===== config.mk =====
export PLATFORM = sky130hd
export DESIGN_NAME = sjt_search
export DESIGN_NICKNAME = d
export VERILOG_FILES = /design/src/rtl/sjt_pkg.sv /design/src/rtl/sjt_search.sv
export SDC_FILE = /design/constraint.sdc
export NUM_CORES = 1
export LEC_CHECK = 0
export BUFFER_PORTS_ARGS = -buffer_cell sky130_fd_sc_hd__buf_2
export CORE_ASPECT_RATIO = 0.75
export CORE_MARGIN = 2
export CORE_UTILIZATION = 30
export CTS_CLUSTER_DIAMETER = 80
export DETAILED_ROUTE_END_ITERATION = 12
export PLACE_DENSITY = 0.61
export SYNTH_ARGS = -nofsm -noshare
export SYNTH_HDL_FRONTEND = slang
export SYNTH_SLANG_ARGS = --single-unit

===== constraint.sdc =====
create_clock -name aclk -period 7.9 [get_ports aclk]
set_input_delay 0 -clock aclk [delete_from_list [all_inputs] [get_ports aclk]]
set_output_delay 0 -clock aclk [all_outputs]
set_load 0.03 [all_outputs]

===== src/rtl/sjt_pkg.sv =====
// Shared types, constants and the UTF-8 encoder for the Shift-JIS transcoder.
`default_nettype none

package sjt_pkg;

    localparam int SJT_TABLE_DEPTH = 1024;

    localparam logic [15:0] REPLACEMENT_CHAR = 16'hFFFD;
    localparam logic [15:0] KANA_BASE        = 16'hFF61;
    localparam logic [7:0]  KANA_FIRST       = 8'hA1;
    localparam logic [7:0]  KANA_LAST        = 8'hDF;
    localparam logic [7:0]  LEAD1_FIRST      = 8'h81;
    localparam logic [7:0]  LEAD1_LAST       = 8'h9F;
    localparam logic [7:0]  LEAD2_FIRST      = 8'hE0;
    localparam logic [7:0]  LEAD2_LAST       = 8'hFC;
    localparam logic [12:0] CAP_LIMIT        = 13'd4096;
    localparam logic [12:0] CHAR_HEADROOM    = 13'd4;

    // configuration register indexes
    localparam logic [1:0] CFG_TABLE_ENTRIES = 2'd0;
    localparam logic [1:0] CFG_OUT_CAPACITY  = 2'd1;

    // request kinds
    localparam logic REQ_LOAD = 1'b0;
    localparam logic REQ_BYTE = 1'b1;

    typedef struct packed {
        logic        start;
        logic [15:0] key;
    } srch_req_t;

    typedef struct packed {
        logic        done;
        logic [15:0] ch;
    } srch_rsp_t;

    typedef struct packed {
        logic [1:0] len;
        logic [7:0] b0;
        logic [7:0] b1;
        logic [7:0] b2;
    } enc_t;

    function automatic enc_t utf8_enc(input logic [15:0] u);
        enc_t e;
        e = '0;
        if (u < 16'h0080) begin
            e.len = 2'd1;
            e.b0  = u[7:0];
        end else if (u < 16'h0800) begin
            e.len = 2'd2;
            e.b0  = 8'hC0 | {3'b000, u[10:6]};
            e.b1  = 8'h80 | {2'b00, u[5:0]};
        end else begin
            e.len = 2'd3;
            e.b0  = 8'hE0 | {4'b0000, u[15:12]};
            e.b1  = 8'h80 | {2'b00, u[11:6]};
            e.b2  = 8'h80 | {2'b00, u[5:0]};
        end
        return e;
    endfunction

endpackage

`default_nettype wire


===== src/rtl/sjt_search.sv =====
// Binary search sequencer over the code table; each probe is a read (S_PROBE) then a compare (S_CHECK).
`default_nettype none

module sjt_search import sjt_pkg::*; #(
    parameter  int TABLE_DEPTH = SJT_TABLE_DEPTH,
    localparam int AW = $clog2(TABLE_DEPTH),
    localparam int NW = $clog2(TABLE_DEPTH + 1)
) (
    input  wire logic          aclk,
    input  wire logic          aresetn,
    input  wire srch_req_t     req,
    input  wire logic [NW-1:0] n_entries,
    output logic [AW-1:0]      rd_addr,
    input  wire logic [31:0]   rd_data,
    output srch_rsp_t          rsp
);

    typedef enum logic [2:0] {
        S_IDLE  = 3'b001,
        S_PROBE = 3'b010,
        S_CHECK = 3'b100
    } srch_state_t;

    srch_state_t state_reg, state_next;

    // search window is [lo, hix)
    logic [NW-1:0] lo_reg, lo_next;
    logic [NW-1:0] hix_reg, hix_next;
    logic [NW-1:0] mid_reg, mid_next;
    logic [15:0]   code_reg, code_next;

    logic [NW:0]   mid_sum;
    logic [NW-1:0] mid_w;
    logic [15:0]   probe_key;

    assign mid_sum   = {1'b0, lo_reg} + {1'b0, hix_reg} - {{NW{1'b0}}, 1'b1};
    assign mid_w     = mid_sum[NW:1];
    assign rd_addr   = mid_w[AW-1:0];
    assign probe_key = rd_data[31:16];

    always_comb begin
        state_next = state_reg;
        lo_next    = lo_reg;
        hix_next   = hix_reg;
        mid_next   = mid_reg;
        code_next  = code_reg;
        rsp        = '0;
        unique case (state_reg)
            S_IDLE: begin
                if (req.start) begin
                    lo_next    = '0;
                    hix_next   = n_entries;
                    code_next  = req.key;
                    state_next = S_PROBE;
                end
            end
            S_PROBE: begin
                if (lo_reg < hix_reg) begin
                    mid_next   = mid_w;
                    state_next = S_CHECK;
                end else begin
                    rsp.done   = 1'b1;
                    rsp.ch     = REPLACEMENT_CHAR;
                    state_next = S_IDLE;
                end
            end
            S_CHECK: begin
                if (probe_key == code_reg) begin
                    rsp.done   = 1'b1;
                    rsp.ch     = rd_data[15:0];
                    state_next = S_IDLE;
                end else begin
                    if (probe_key < code_reg) begin
                        lo_next = mid_reg + {{(NW-1){1'b0}}, 1'b1};
                    end else begin
                        hix_next = mid_reg;
                    end
                    state_next = S_PROBE;
                end
            end
            default: state_next = S_IDLE;
        endcase
    end

    always_ff @(posedge aclk) begin
        if (!aresetn) begin
            state_reg <= S_IDLE;
        end else begin
            state_reg <= state_next;
        end
    end

    always_ff @(posedge aclk) begin
        lo_reg   <= lo_next;
        hix_reg  <= hix_next;
        mid_reg  <= mid_next;
        code_reg <= code_next;
    end

endmodule

`default_nettype wire


==> flow_metrics.py <==
metrics = {
    "final_layout": {
        "multi_input_area_um2": 1670,
        "layout-drive-gt1-share_pct": 29.2,
        "nFillCells": 1144,
        "largest_reg_flops": 16,
        "antenna_cells": 0,
        "syn_to_final_growth_pct": 24.4,
        "ff_latch_area_um2": 1530,
        "fin_nets": 534,
        "instances_no_fill": 587,
    },
    "critical_path": {
        "worstSetupStartpointType": "register",
        "rr_worst_depth": 8,
        "crit_path_start": "lo_reg[1]",
        "r2r-start": "code_reg[1]",
        "r2r-end": "lo_reg[0]",
        "cp.required_ps": 7900,
        "r2r_slack_ps": 5150,
        "worstPathArrival_ps": 3060,
        "worstSetupPathType": "register to output port",
        "crit_fanout": 3,
        "endpoint_kind": "output port",
    },
    "logic_synthesis": {
        "synth.top_cells.by_area": "edfxtp_1 42%, ha_1 17%, inv_1 6.1%",
        "synth_seq_cells": 52,
        "synthTopCellsByCount": "57 x inv_1, 49 x edfxtp_1, 47 x ha_1",
        "ys.flop_type": "edfxtp_1",
        "synth_area_um2": 3530,
        "yosys_warnings": 0,
        "yosysMostFrequentCell": "inv_1",
        "synth_fp_nets": 434,
        "synth_area_leader_cell": "edfxtp_1",
        "synthCells": 324,
        "synth.avg_cell_area_um2": 10.9,
        "yosysSeqAreaShare_pct": 43.4,
        "ys_async_sr_fraction_pct": 0,
        "synth.top_cell.area_share_pct": 41.7,
        "synth_edf_count": 49,
        "synthDistinctLibCells": 47,
    },
    "route": {
        "drt_iter0_drc": 85,
        "viasPerCell": 4.35,
        "drc_errors": 0,
        "vias": 2556,
        "wire_per_inst_um": 13.2,
        "antenna_left": 0,
        "drt-pass1-iter-count": 6,
        "routed_wl_mm": 7.78,
    },
    "grt": {
        "track_usage_pct": 12.9,
        "grt.busiest_layer": "met2",
        "grt_util_met1_pct": 17.5,
        "grt_pass1_vias": 2689,
        "antenna_found_initial": 0,
        "grt_use_met2_pct": 21.1,
        "grt_start_max_net_pins": 24,
        "grt_pass1_wl_mm": 12.7,
        "use_met3_pct": 1.97,
        "gr-total-overflow": 0,
    },
    "floorplan": {
        "num_io_pins": 89,
        "fp-row-count": 34,
        "fp.dieArea_um2": 12600,
        "die_w_um": 129,
        "initial_core_util_pct": 30.6,
        "die_y_um": 97.9,
        "design.core.area_um2": 11500,
    },
    "clocking": {
        "cts_setup_buffers": 0,
        "htreeDepth": 2,
        "cts_hold_buf": 17,
        "clockRootBuffer": "clkbuf_16",
        "cts_buffers": 5,
        "cts.reportedPaths.clkPinSlew_ps": 70,
        "ctsResizeCount": 0,
        "clk_path_buf_depth": 2,
        "clk_latency_ps": 290,
        "cts.sinks": 52,
        "cts_tree": "built",
    },
    "power_and_ir_drop": {
        "clockPowerShare_pct": 27.4,
        "netSwitchingFraction_pct": 31.7,
        "share_comb_of_total_power_pct": 29.6,
        "power_density_nw_per_um2": 176,
        "ir_worst_vdd_mv": 0.0946,
        "internal-power_mw": 0.529,
        "finalPower_mw": 0.774,
        "power.switching_mw": 0.246,
        "pwr-share-seq_pct": 43.0,
        "p_leak_nw": 2.16,
    },
    "hold_path": {
        "min_to": "hix_reg[8]",
        "min_path_cells": 2,
        "min_path_type": "primary input to register",
        "hp-start": "n_entries[8]",
    },
    "sta": {
        "finalMaxSlewViolations": 0,
        "tns_ps": 0,
        "hold_viol": 0,
        "worstMarginPinSlew_ps": 1050,
        "min_period_ps": 3060,
        "fin_crit_sh_pct": 38.7,
        "rsz0062_at_grt": "false",
        "slew_headroom_pct": 30.2,
        "setup_violations": 0,
        "skew_ps": 7.15,
        "fmax_mhz": 327,
    },
    "status": {
        "status": "complete, no violations",
    },
    "placement": {
        "dp_cells": 562,
        "place_congestion": 0.844,
        "portBuffers": 88,
        "dpl.hpwl_mm": 5.93,
    },
    "run": {
        "drv_cap": 0,
    },
}
## final cells by class
cell class,count,area share (%)
multi-input combinational,199,38.0
sequential,52,34.9
timing repair buffer,107,14.3
inverter,59,5.05
tap,162,4.62
clock buffer,5,2.85
clock inverter,3,0.314
## worst max-delay path by stage
stage                             end  depth (start not counted)
after detailed placement    lo_reg[7]                          8
final                      rd_addr[8]                         12
after CTS                  rd_addr[8]                         10
after global routing       rd_addr[8]                         12
after floorplan           mid_reg[10]                          9
after global placement      lo_reg[1]                          8
## placed cells by master, fill, tap and decap left out, drive strengths merged
master	instances
or2	3
nand2	9
nand4b	1
or3	1
nor4	2
o21bai	3
o2111ai	1
dfxtp	3
clkinv	3
a21o	19
mux2i	1
nand3	12
mux2	11
buf	90
o21ai	5
dlygate4sd3	17
a211oi	1
nor3	3
or3b	1
fa	1
nand2b	1
and3b	1
nor2	25
a221oi	2
a2111oi	2
nand4	5
a21oi	15
o211ai	2
xor2	9
edfxtp	49
and3	3
xnor2	9
ha	47
and2	1
nor2b	2
a31oi	1
inv	59
clkbuf	5
## per-layer routing
layer / vias up / wire [um] / share of wire, %
met5: - / 0 / 0
met1: 1187 / 3870 / 50
met3: 4 / 289 / 3.7
met2: 58 / 3530 / 45
met4: 0 / 81 / 1.0
li1: 1307 / - / -
## cells by family after synthesis
family                     share of synthesized area (%)
and+or+nand+nor                                     10.7
adders and majority gates                           17.2
muxes                                               3.80
xor gates and xnor gates                            4.47
buffers and inverters                               9.29
AOI/OAI and AO/OA                                   11.1
DFF                                                 43.4
## power groups by stage
stage | Clock (mW) | Sequential (mW) | Combinational, mW
4_1_cts | 0.218 | 0.333 | 0.232
6_report | 0.212 | 0.333 | 0.229
3_3_place_gp | 0 | 0.339 | 0.220
5_1_grt | 0.229 | 0.335 | 0.256
2_1_floorplan | 0 | 0.337 | 0.186
3_5_place_dp | 0 | 0.339 | 0.224
## through the flow
step	instance area, um2	hold slack (ps)	worst slack [ps]	utilization [%]
final	4390	10.3	4840	38.1
after global routing	4390	14.9	4660	38.1
after CTS	4390	7.50	4830	38.1
after detailed placement	4080	179	5140	35.4
after global placement	4080	177	5180	35.4
after floorplan	3530	98.9	5390	-
## worst max-delay path, cell delays in order, from the launching register on
cell and delay (ps):
edfxtp_1 360, inv_1 50, ha_1 290, inv_1 50
ha_1 220, fa_1 420, a21oi_2 170, nor2_1 90
a2111oi_4 410, o21bai_1 100, a21oi_1 180, xnor2_1 180
buf_2 250
(Power assumes the default switching activity.)
